## src/rtl/core/obsl_pkg.sv

```systemverilog
`timescale 1ns / 1ps
`default_nettype none
package obsl_pkg;
   localparam int BookDepthDefault = 16;
   localparam int ExchangesDefault = 4;
   localparam int QtyW = 32;
   localparam int PriceW = 32;
   localparam int SumW = 34;
   localparam int MaxOut = 16;
   localparam logic [SumW-1:0] SumMax = {SumW{1'b1}};

   localparam logic [2:0] ST_IGNORED = 3'd0;
   localparam logic [2:0] ST_INSERTED = 3'd1;
   localparam logic [2:0] ST_UPDATED = 3'd2;
   localparam logic [2:0] ST_CLEARED = 3'd3;
   localparam logic [2:0] ST_REMOVED = 3'd4;
   localparam logic [2:0] ST_PAST_END = 3'd5;
   localparam logic [2:0] ST_ROW = 3'd6;
   localparam logic [2:0] ST_EMPTY = 3'd7;

   localparam logic OP_UPDATE = 1'b0;
   localparam logic OP_READ = 1'b1;

   typedef enum logic [2:0] {
      S_IDLE, S_APPLY, S_RESULT, S_READ, S_READ_WAIT
   } state_type;

   typedef struct packed {
      logic capture;    // latch input item, compute location
      logic apply;      // perform update on the table
      logic read_start; // reset read pointer
      logic read_step;  // present row at pointer, advance
   } cmd_type;

   typedef struct packed {
      logic read_done;  // pointer is at the last row to read, or the read count is zero
   } stat_type;
endpackage
`default_nettype wire

```

## src/rtl/core/obsl_ctrl.sv

```systemverilog
`timescale 1ns / 1ps
`default_nettype none
module obsl_ctrl
   import obsl_pkg::*;
(
   input  wire logic clock,
   input  wire logic reset,
   input  wire logic in_valid,
   input  wire logic in_op,
   output logic      in_ready,
   output logic      out_valid,
   input  wire logic out_ready,
   output cmd_type   cmd,
   input  stat_type  stat
);
   state_type state_ff, state_in;
   logic op_ff, op_in;

   always_ff @(posedge clock) begin
      if (reset) begin
         state_ff <= S_IDLE;
         op_ff <= OP_UPDATE;
      end else begin
         state_ff <= state_in;
         op_ff <= op_in;
      end
   end

   always_comb begin
      state_in = state_ff;
      op_in = op_ff;
      unique case (state_ff)
         S_IDLE: begin
            if (in_valid) begin
               op_in = in_op;
               state_in = S_APPLY;
            end
         end
         S_APPLY: state_in = (op_ff == OP_READ) ? S_READ : S_RESULT;
         S_RESULT: if (out_ready) state_in = S_IDLE;
         S_READ: if (out_ready && stat.read_done) state_in = S_IDLE;
         default: state_in = S_IDLE;
      endcase
   end

   always_comb begin
      in_ready = 1'b0;
      out_valid = 1'b0;
      cmd = '0;
      unique case (state_ff)
         S_IDLE: begin
            in_ready = 1'b1;
            cmd.capture = in_valid;
         end
         S_APPLY: begin
            cmd.apply = (op_ff == OP_UPDATE);
            cmd.read_start = (op_ff == OP_READ);
         end
         S_RESULT: out_valid = 1'b1;
         S_READ: begin
            out_valid = 1'b1;
            cmd.read_step = out_ready;
         end
         default: ;
      endcase
   end
endmodule
`default_nettype wire

```

## config.mk

```make
export PLATFORM = sky130hd
export DESIGN_NAME = obsl_ctrl
export DESIGN_NICKNAME = d
export VERILOG_FILES = /design/src/rtl/core/obsl_pkg.sv /design/src/rtl/core/obsl_ctrl.sv
export SDC_FILE = /design/constraint.sdc
export NUM_CORES = 1
export LEC_CHECK = 0
export BUFFER_PORTS_ARGS = -buffer_cell sky130_fd_sc_hd__clkbuf_2
export CORE_AREA = 2 2 39 41
export DETAILED_ROUTE_END_ITERATION = 8
export DIE_AREA = 0 0 41 43
export PLACE_DENSITY_LB_ADDON = 0.25
export REMOVE_ABC_BUFFERS = 1
export SYNTH_ARGS = -nofsm -noshare
export SYNTH_HDL_FRONTEND = slang
export SYNTH_SLANG_ARGS = --single-unit
```

## constraint.sdc

```tcl
create_clock -name clock -period 0.9 [get_ports clock]
set_input_delay 0.09 -clock clock [delete_from_list [all_inputs] [get_ports clock]]
set_output_delay 0.09 -clock clock [all_outputs]
set_load 0.02 [all_outputs]
```

# After elaboration in Yosys (flattened, before gate mapping)
# Cells that the tools add are included.
op_classes:
  reduce_logical: 5
  n_bitwise: 1
  mux: 10
  n_eq_ne: 6
ops:
  columns: ["operator", "n"]
  rows:
  - ["one-hot mux 3 bit (4 select lines)", 1]
  - ["two-way mux 3 bit", 3]
  - ["equality test 3 x 2 -> 1 bit (second input constant)", 2]
  - ["!= test 2 bit (second input constant)", 3]
  - ["two-way mux 1 bit", 5]
  - ["equality test 3 x 1 -> 1 bit (second input constant)", 1]
  - ["zero test 3 bit", 1]
  - ["AND reduction 3 bit", 1]
  - ["two-way mux 2 bit", 1]
  - ["AND reduction 2 bit", 1]
  - ["OR reduction 2 bit", 1]
  - ["logical AND 1 bit", 1]
  - ["inverter 1 bit", 1]
word_totals:
  output_inout_bits: 6
  inputBits: 6
  elab_cells: 24
  reg_bits: 4

# Logic depth before layout (Yosys ltp)
# Gate-level depths: netlist (run 1).
logic_depth:
  depth_word: 3
  ltp_mapped: 3
  depth_no_buf: 2

# Worst setup path before layout (run 1)
# No wires, ideal clock.
synth_path:
  path_kind: "reg2reg"
  start: "register state_ff[1]"
  end: "register op_ff"
  setup_ps: 72
  t_arrival_ps: 1046
  stages_incl_launch_ff: 4
  setup_slack_ps: -218
  path_cell_list: "dfxtp_1 -> buf_2 -> nor3b_2 -> mux2i_1"
synth_between:
  elab_chain_cells: 2
synth_lines:
  columns: ["item", "line_no", "rtl"]
  rows:
  - ["start, declared", "obsl_ctrl.sv:16", "state_type state_ff, state_in;"]
  - ["start signal, assigned", "obsl_ctrl.sv:24", "state_ff <= state_in;"]
  - ["zero test 3 bit", "obsl_ctrl.sv:32", "unique case (state_ff)"]
  - ["AND reduction 2 bit (no line)", null, null]
  - ["end signal, assigned", "obsl_ctrl.sv:25", "op_ff <= op_in;"]
  - ["end, declared", "obsl_ctrl.sv:17", "logic op_ff, op_in;"]
# No other way between the ends.
# A chain may end at the register's enable or synchronous reset.

==> results of run 1 <==
==> power breakdown <==
group,internal (mW),switching [mW]
registers,0.146,0.0157
logic,0.120,0.0763
clock network,0.167,0.0847
==> per-layer routing <==
metal / routed length (um) / track usage (%)
met1: 251 / 10.26
met5: 0 / 0
met2: 192 / 6.563
met3: 83 / 9.424
met4: 14 / 6.000
==> cells by family (layout without fill, tap and decap cells) <==
family                 Yosys count  in the layout
muxes                            2              2
buffers and inverters            2             22
and+or+nand+nor                 11             11
AOI/OAI and AO/OA                3              3
DFF                              3              3
==> metrics by stage <==
stage / total power, mW / setup slack, ns / utilization, %
final: 0.6100 / -0.2523 / 29.93
after global routing: 0.6546 / -0.3023 / 29.93
after CTS: 0.5961 / -0.2725 / 28.03
after detailed placement: 0.2858 / -0.1022 / 20.34
after global placement: 0.2873 / -0.08650 / 20.34
after floorplan: 0.2295 / -0.2493 / -
==> repair_timing <==
action	4_1_cts	5_1_grt
endpoints found under the setup margin	9	8
pin swaps	3	1
cloned	0	0
resized for setup	14	13
hold buffers	0	0
buffers inserted	4	0
==> state kept, by name, indices dropped and copies added (netlist names) <==
name      count
state_ff      2
op_ff         1
==> worst min-delay path by stage <==
stage | endpoint | cells after the start | slack [ns]
global placement | state_ff[1] | 2 | 0.32
finish | state_ff[1] | 2 | 0.05
detailed placement | state_ff[1] | 2 | 0.32
CTS | state_ff[1] | 2 | 0.05
floorplan | state_ff[1] | 1 | 0.16
global route | state_ff[1] | 2 | 0.07
==> layout by cell type, fill, tap and decap left out <==
master / count
a21bo_1: 1
a21oi_1: 1
a32o_1: 1
and3_2: 1
and3b_2: 1
buf_4: 5
buf_6: 6
buf_8: 1
clkbuf_1: 1
clkbuf_2: 5
clkbuf_4: 3
clkbuf_8: 1
dfxtp_2: 2
dfxtp_4: 1
mux2_4: 1
mux2i_1: 1
nand2_1: 1
nand2b_1: 3
nor2_1: 1
nor2_4: 1
nor2b_1: 1
nor3b_2: 1
nor3b_4: 1
==> critical path: cells and delay by family, from the launching register on <==
kind,cells,cell delay (ns)
buffers and inverters,2,0.30
DFF,1,0.33
and+or+nand+nor,1,0.20
==> cell type report <==
| type | count | share of cell area, % |
|---|---|---|
| Tap cell | 16 | 4.834 |
| Sequential cell | 3 | 16.01 |
| Timing Repair Buffer | 18 | 38.37 |
| Multi-Input combinational cell | 16 | 34.44 |
| Clock buffer | 4 | 6.344 |
==> results.md, run 1 <==
* FF-to-FF End: state_ff[0]
* First-pass GRT wire length at between 800 and 900 um
* Synth Area in Adders at 0%
* Min cycle time layout at roughly 1.2 ns
* Rows at 14
* DRT antenna net count at 0
* Routed wire per std cell at roughly 9.5 um
* Die H at between 40 and 50 um
* Die area at 1763 um2
* Total grt overflow at 0
* DRC Markers at 0
* Reg area at roughly 66 um2
* Mapped Area at between 150 and 200 um2
* Area growth syn-to-layout at 114.9%
* Crit. Startpoint: state_ff[0]
* Initial drt markers at 9
* Ports at 12
* Port-buffer cells at 11
* Req. time, crit path at 0.81 ns
* Final setup margin at -0.2523 ns
* RSZ-0062 raised after global routing: true
* Vias in the first global route at 177
* DP HPWL at 357.8 um
* Simple-Gate Fraction of Synth Area at about two fifths
* Core ar. at 1384 um2
* Post-Synthesis Cells at 21
* Clk Latency, worst-skew pair at roughly 0.24 ns
* Crit path kind: reg2out
* Crit-path slowest cell: dfxtp_2
* Largest net degree at the start of global routing at 7
* Seq cells post-synth at 3
* DR vias/cell at approximately 4.0
* TritonCTS clock tree: yes
* Maxcap violations at 0
* Clock buffer depth at 2
* Lkg Pwr at slightly below 0.2 nW
* Peak VDD IR at between 0.0009 and 0.001 V
* FMAX at ~870 MHz
* DP Cell Count at between 40 and 50
* Largest family of logic cells by synthesized area: simple AND/OR/NAND/NOR gates
* Placed Area at about 280 um2
* Max_slew headroom at between 80 and 90%
* DR pass1 iterations at 4
* Worst-margin pin slew at 0.1798 ns
* Proportion of layout cells with a drive suffix above 1 at roughly 73%
* Top cells by count, synth: dfxtp_1 (3), nand2b_1 (3), nor2_1 (2)
* Status: finished with violations
* Fin area at roughly 410 um2
* Initial Util at 13.92%
* CP max FO at 4
* CP Capture Type: primary output
* Top_reg_cell synth: dfxtp_1
* Worst R2R Start: state_ff[0]
* Crit path largest cell delay at 0.33 ns
* Worst Hold Launch: reset
* Asr flop ratio synth at 0%
* CP Capture Point: cmd[3]
* Worst-path cell chain: buf_6 > nor3b_4 > clkbuf_8
* H-tree level count at 1
* Total track usage at under 10%
* CP Launch Type: flip-flop
* Setup-failing EPs final at 8
* Compound-Gate Fraction of Synth Area at 12.99%
* Die Span X at approximately 40 um
* Vias after detailed routing at between 200 and 250
* Seq/Total Area, Yosys at between 30% and 40%
* Worst Reg-to-Reg Cells at 4
* Finished Layout Cells at between 50 and 60
* Antenna violations before repair at 0
* Final period util at 128.0%
* Synth Area per Inst at between 9 and 10 um2
* Drt total wl at about 540 um
* Number of synthesis warnings at 0
* WHS at 0.04955 ns
* Largest cells by area after synthesis: dfxtp_1 (31%), nand2b_1 (9.7%), mux2_4 (7.8%)
* Leading area contributor after synthesis: dfxtp_1
* CTS Buf Count at 3
* Internal reg-to-reg setup slack at -0.25 ns
* Sink Count at 3
* Max Slew Vio Count at 0
* Post-synth EDFFs at 0
* Layout filler cell count at 150
* Final Hold Fails at 0
* Multiplexer share of the synthesized area at between 10% and 20%
* CTS clock-pin slew for the worst setup and hold paths at roughly 0.040 ns
* Placer congestion estimate at ~0.70
* Ant. Diodes at 0
* Post-synth top area share at a little over 30%
* Yosys cell types at 16
* NumNets Final at 48
* Footprint of the multi-input gates at between 100 and 150 um2
* Failing checks: negative setup slack
* Final setup TNS at -1.339 ns
* Worst Hold Class: in2reg
* Root Driver: clkbuf_4
* WP data arrival at roughly 1.1 ns
* Pwr Density at ~1500 nW/um2
* Post-route clock skew at between 0.0005 and 0.0006 ns
* Post-Synth XOR/XNOR Area at 0%
No activity file was read; power rests on OpenSTA's default activity.
==> run 2: changes to the inputs <==
- HOLD_SLACK_MARGIN: unset -> 0.12
==> results.md, run 2 (synthesized netlist as in run 1, its figures left out) <==
* TritonCTS clock tree: yes (unchanged)
* Final setup margin at -0.2523 ns (about the same)
* DR vias/cell at 3.983 (was 3.982)
* Maxcap violations at 0 (unchanged)
* WP data arrival at 1.06 ns (about the same)
* Largest Register: state_ff (unchanged)
* Initial drt markers at 9 (unchanged)
* Met2 usage in global routing at 7.813% (was 6.563%)
* NumNets Final at 50 (was 48)
* H-tree level count at 1 (unchanged)
* Initial Util at 13.92% (unchanged)
* RSZ-0062 raised after global routing: true (unchanged)
* CTS clock-pin slew for the worst setup and hold paths at 0.04 ns (about the same)
* Min cycle time layout at 1.152 ns (about the same)
* Core ar. at 1384 um2 (unchanged)
* Status: finished with violations (unchanged)
* Post-route clock skew at 0.0005530 ns (was 0.0005413 ns)
* Most frequent cells in the layout: buf_6 (6), clkbuf_2 (5), buf_4 (5) (unchanged)
* Die H at 43 um (unchanged)
* Crit path kind: reg2out (unchanged)
* CTS Buf Count at 3 (unchanged)
* Final setup TNS at -1.339 ns (about the same)
* CP Launch Type: flip-flop (unchanged)
* Final period util at 128.0% (about the same)
* GRT met3 Usage at 9.424% (unchanged)
* Biggest regs: state_ff (2), op_ff (1) (unchanged)
* Port-buffer cells at 11 (unchanged)
* Drt total wl at 551 um (was 541 um)
* Antenna violations before repair at 0 (unchanged)
* Met1 Usage GRT at 10.26% (unchanged)
* Total grt overflow at 0 (unchanged)
* Setup-failing EPs final at 8 (unchanged)
* Peak VDD IR at 0.0009294 V (was 0.0009246 V)
* First-pass GRT wire length at 862 um (was 807 um)
* Root Driver: clkbuf_4 (unchanged)
* Worst-margin pin slew at 0.1798 ns (about the same)
* Routed wire per std cell at 9.339 um (was 9.491 um)
* Pwr Density at 1420 nW/um2 (was 1473 nW/um2)
* CP max FO at 4 (unchanged)
* FMAX at 867.9 MHz (was 867.8 MHz)
* Worst Hold Class: in2reg (unchanged)
* Failing checks: negative setup slack (unchanged)
* DP Cell Count at 49 (unchanged)
* Final Power at 0.6165 mW (was 0.6100 mW)
* Fin area at 434.2 um2 (was 414.1 um2)
* Total track usage at 8.425% (was 8.024%)
* Finished Layout Cells at 59 (was 57)
* Ant. Diodes at 0 (unchanged)
* Final Hold Fails at 0 (unchanged)
* Rows at 14 (unchanged)
* Clock buffer depth at 2 (unchanged)
* DR pass1 iterations at 4 (unchanged)
* Proportion of layout cells with a drive suffix above 1 at 69.77% (was 73.17%)
* Sink Count at 3 (unchanged)
* Req. time, crit path at 0.81 ns (about the same)
* DP HPWL at 357.8 um (unchanged)
* Die Span X at 41 um (unchanged)
* Fin util at 31.37% (was 29.93%)
* Max Slew Vio Count at 0 (unchanged)
* WHS at 0.1309 ns (was 0.04955 ns)
* CP Capture Type: primary output (unchanged)
* Vias in the first global route at 198 (was 177)
* Die area at 1763 um2 (unchanged)
* Place WS at -0.1022 ns (unchanged)
* GRT busiest layer: met1 (unchanged)
* Lkg Pwr at 0.2065 nW (was 0.1981 nW)
* Max FFs per register at 2 (unchanged)
* Vias after detailed routing at 235 (was 227)
* Commonest non-fill, non-tap cell in the layout: buf_6 (unchanged)
* DRT antenna net count at 0 (unchanged)
* Area growth syn-to-layout at 125.3% (was 114.9%)
* Placed Area at 281.5 um2 (unchanged)
* Placer congestion estimate at 0.7047 (unchanged)
* Largest net degree at the start of global routing at 7 (unchanged)
* DRC Markers at 0 (unchanged)
* Max_slew headroom at 88.00% (unchanged)
* Clk Latency, worst-skew pair at 0.24 ns (about the same)
* Ports at 12 (unchanged)
-- run 2: changes by cell type in the layout (fill, tap and decap cells not counted), sizes merged --
cell | before | now
dlygate4sd3 | 0 | 2
-- run 2: layout make-up --
cell class	count	area (um2)
clock buffer	4	26.28
fill	150	949.7
multi-input combinational	16	142.6
sequential	3	66.31
tap	16	20.02
timing repair buffer	20	178.9
-- run 2: layer usage --
metal  part of all wire (%)  routed length [um]
met1                     46                 255
met2                     36                 200
met3                     14                  79
met4                    2.5                  14
met5                      0                   0
-- run 2: critical path: stages, from the launching register on --
cell and delay [ns]:
dfxtp_2 0.33, buf_6 0.12, nor3b_4 0.20, clkbuf_8 0.18
-- run 2: power by group --
| group | switching [mW] | total, mW | internal, mW | leakage (nW) |
|---|---|---|---|---|
| logic | 0.0772 | 0.203 | 0.126 | 0.165 |
| clock network | 0.0847 | 0.252 | 0.167 | 0.0150 |
| registers | 0.0157 | 0.161 | 0.146 | 0.0261 |
| total | 0.178 | 0.617 | 0.439 | 0.206 |
-- run 2: path summary, 6_finish.rpt --
check	start	to	slack, ns	depth (start not counted)
min reg2reg	op_ff	op_ff	0.50	2
max reg2reg	state_ff[0]	state_ff[0]	-0.25	4
min	stat	state_ff[1]	0.13	3
max	state_ff[0]	cmd[3]	-0.25	3
-- run 2: what timing repair did --
item                                    4_1_cts  5_1_grt
hold buffers                                  2        0
pin swaps                                     3        1
resized for setup                            14       13
endpoints found under the setup margin        9        8
buffers inserted                              4        0
hold endpoints to repair                      2        0
==> run 3: changes to the inputs <==
- CTS_BUF_LIST: unset -> sky130_fd_sc_hd__clkbuf_4
==> results.md, run 3 (synthesized netlist as in run 1, its figures left out) <==
* Status: finished with violations (unchanged)
* Failing checks: negative setup slack (unchanged)
* RSZ-0062 raised after global routing: true (unchanged)
* Min cycle time layout at 1.151 ns (was 1.152 ns)
* Hold Path Stages at 3 (unchanged)
* Clock buffer depth at 2 (unchanged)
* FMAX at 868.6 MHz (was 867.9 MHz)
* Routed wire per std cell at 9.288 um (was 9.339 um)
* Clk Latency, worst-skew pair at 0.24 ns (about the same)
* Crit path kind: reg2out (unchanged)
* Final period util at 127.9% (was 128.0%)
* Commonest non-fill, non-tap cell in the layout: buf_6 (unchanged)
* DRT antenna net count at 0 (unchanged)
* Total grt overflow at 0 (unchanged)
* Root Driver: clkbuf_4 (unchanged)
* Final setup margin at -0.2512 ns (was -0.2523 ns)
* CP Capture Type: primary output (unchanged)
* WHS at 0.1324 ns (was 0.1309 ns)
* Die Span X at 41 um (unchanged)
* Drt total wl at 548 um (was 551 um)
* Vias in the first global route at 198 (unchanged)
* Met2 WL at 201 um (was 200 um)
* DP HPWL at 357.8 um (unchanged)
* Req. time, crit path at 0.81 ns (about the same)
* DRC Markers at 0 (unchanged)
* FF-to-FF End: state_ff[0] (unchanged)
* Port-buffer cells at 11 (unchanged)
* CTS clock-pin slew for the worst setup and hold paths at 0.04 ns (about the same)
* Hold path endpoint: state_ff[1] (unchanged)
* WP data arrival at 1.06 ns (about the same)
* DR pass1 iterations at 4 (unchanged)
* Placer congestion estimate at 0.7047 (unchanged)
* NumNets Final at 50 (unchanged)
* Worst Hold Class: in2reg (unchanged)
* Worst-margin pin slew at 0.1798 ns (unchanged)
* Initial drt markers at 9 (unchanged)
* Max Slew Vio Count at 0 (unchanged)
* Die area at 1763 um2 (unchanged)
* Most frequent cells in the layout: buf_6 (6), clkbuf_2 (5), buf_4 (5) (unchanged)
* Vias after detailed routing at 234 (was 235)
* DR vias/cell at 3.966 (was 3.983)
* Rows at 14 (unchanged)
* Total track usage at 8.425% (unchanged)
* Routed wl met3 at 79 um (unchanged)
* Post-route clock skew at 0.001009 ns (was 0.0005530 ns)
* Core ar. at 1384 um2 (unchanged)
* Setup-failing EPs final at 8 (unchanged)
* M1 WL at 253 um (was 255 um)
* Initial Util at 13.92% (unchanged)
* Final Hold Fails at 0 (unchanged)
* Top Layer Used: met4 (unchanged)
* Max_slew headroom at 88.00% (unchanged)
* Area growth syn-to-layout at 127.3% (was 125.3%)
* CTS Buf Count at 3 (unchanged)
* CP max FO at 4 (unchanged)
* CP Launch Type: flip-flop (unchanged)
* Lkg Pwr at 0.2099 nW (was 0.2065 nW)
* H-tree level count at 1 (unchanged)
* Biggest regs: state_ff (2), op_ff (1) (unchanged)
* Ports at 12 (unchanged)
* Worst Reg-to-Reg Cells at 4 (unchanged)
* Worst Hold Launch: stat (unchanged)
* Pwr Density at 1472 nW/um2 (was 1420 nW/um2)
* Internal reg-to-reg setup slack at -0.25 ns (about the same)
* Sink Count at 3 (unchanged)
* Proportion of layout cells with a drive suffix above 1 at 72.09% (was 69.77%)
* Max FFs per register at 2 (unchanged)
* Largest Register: state_ff (unchanged)
* TritonCTS clock tree: yes (unchanged)
* Antenna violations before repair at 0 (unchanged)
* Maxcap violations at 0 (unchanged)
* Die H at 43 um (unchanged)
* Ant. Diodes at 0 (unchanged)
* Largest net degree at the start of global routing at 7 (unchanged)
* Fin util at 31.65% (was 31.37%)
* Worst R2R Start: state_ff[0] (unchanged)
* First-pass GRT wire length at 862 um (unchanged)
* Peak VDD IR at 0.0009259 V (was 0.0009294 V)
==> run 3: critical path: stages, from the launching register on <==
cell and delay [ns]:
dfxtp_2 0.33, buf_6 0.12, nor3b_4 0.20, clkbuf_8 0.18
==> run 3: timing repair <==
| item | CTS | global route |
|---|---|---|
| resized for setup | 14 | 13 |
| hold buffers | 2 | 0 |
| setup endpoints to repair | 9 | 8 |
| buffers inserted | 4 | 0 |
| hold endpoints to repair | 2 | 0 |
| pin swaps | 3 | 1 |
==> run 3: worst max-delay path by stage <==
stage | endpoint | cells after the start | slack [ns] | from
CTS | cmd[3] | 3 | -0.27 | state_ff[0]
detailed placement | state_ff[0] | 2 | -0.10 | state_ff[0]
global route | cmd[3] | 3 | -0.30 | state_ff[0]
finish | cmd[3] | 3 | -0.25 | state_ff[0]
global placement | state_ff[0] | 2 | -0.09 | state_ff[0]
floorplan | op_ff | 2 | -0.25 | state_ff[1]
==> run 3: through the flow <==
| stage | setup TNS, ns | std cells | instance area, um2 | setup slack (ns) | power [mW] |
|---|---|---|---|---|---|
| 6_report | -1.331 | 59 | 437.9 | -0.2512 | 0.6448 |
| 5_1_grt | -1.699 | 59 | 437.9 | -0.3038 | 0.6947 |
| 4_1_cts | -1.484 | 59 | 411.6 | -0.2746 | 0.6348 |
| 3_5_place_dp | -0.3380 | 49 | 281.5 | -0.1022 | 0.2858 |
| 3_3_place_gp | -0.3735 | 49 | 281.5 | -0.08650 | 0.2873 |
| 2_1_floorplan | -0.6975 | 19 | 183.9 | -0.2493 | 0.2295 |
==> run 3: where the power goes <==
group	leakage (nW)	switching [mW]	internal, mW
registers	0.0261	0.0156	0.146
logic	0.165	0.0772	0.126
clock network	0.0184	0.0830	0.197
total	0.210	0.176	0.469
==> run 3: layer usage <==
layer | GRT usage (%) | vias up
met2 | 7.813 | 16
met1 | 10.26 | 99
met3 | 9.424 | 4
met5 | 0 | -
met4 | 6.000 | 0
li1 | - | 115
==> run 3: final cells by class <==
cell class	instances	area, um2
fill	149	945.9
sequential	3	66.31
multi-input combinational	16	142.6
clock buffer	4	30.03
timing repair buffer	20	178.9
tap	16	20.02
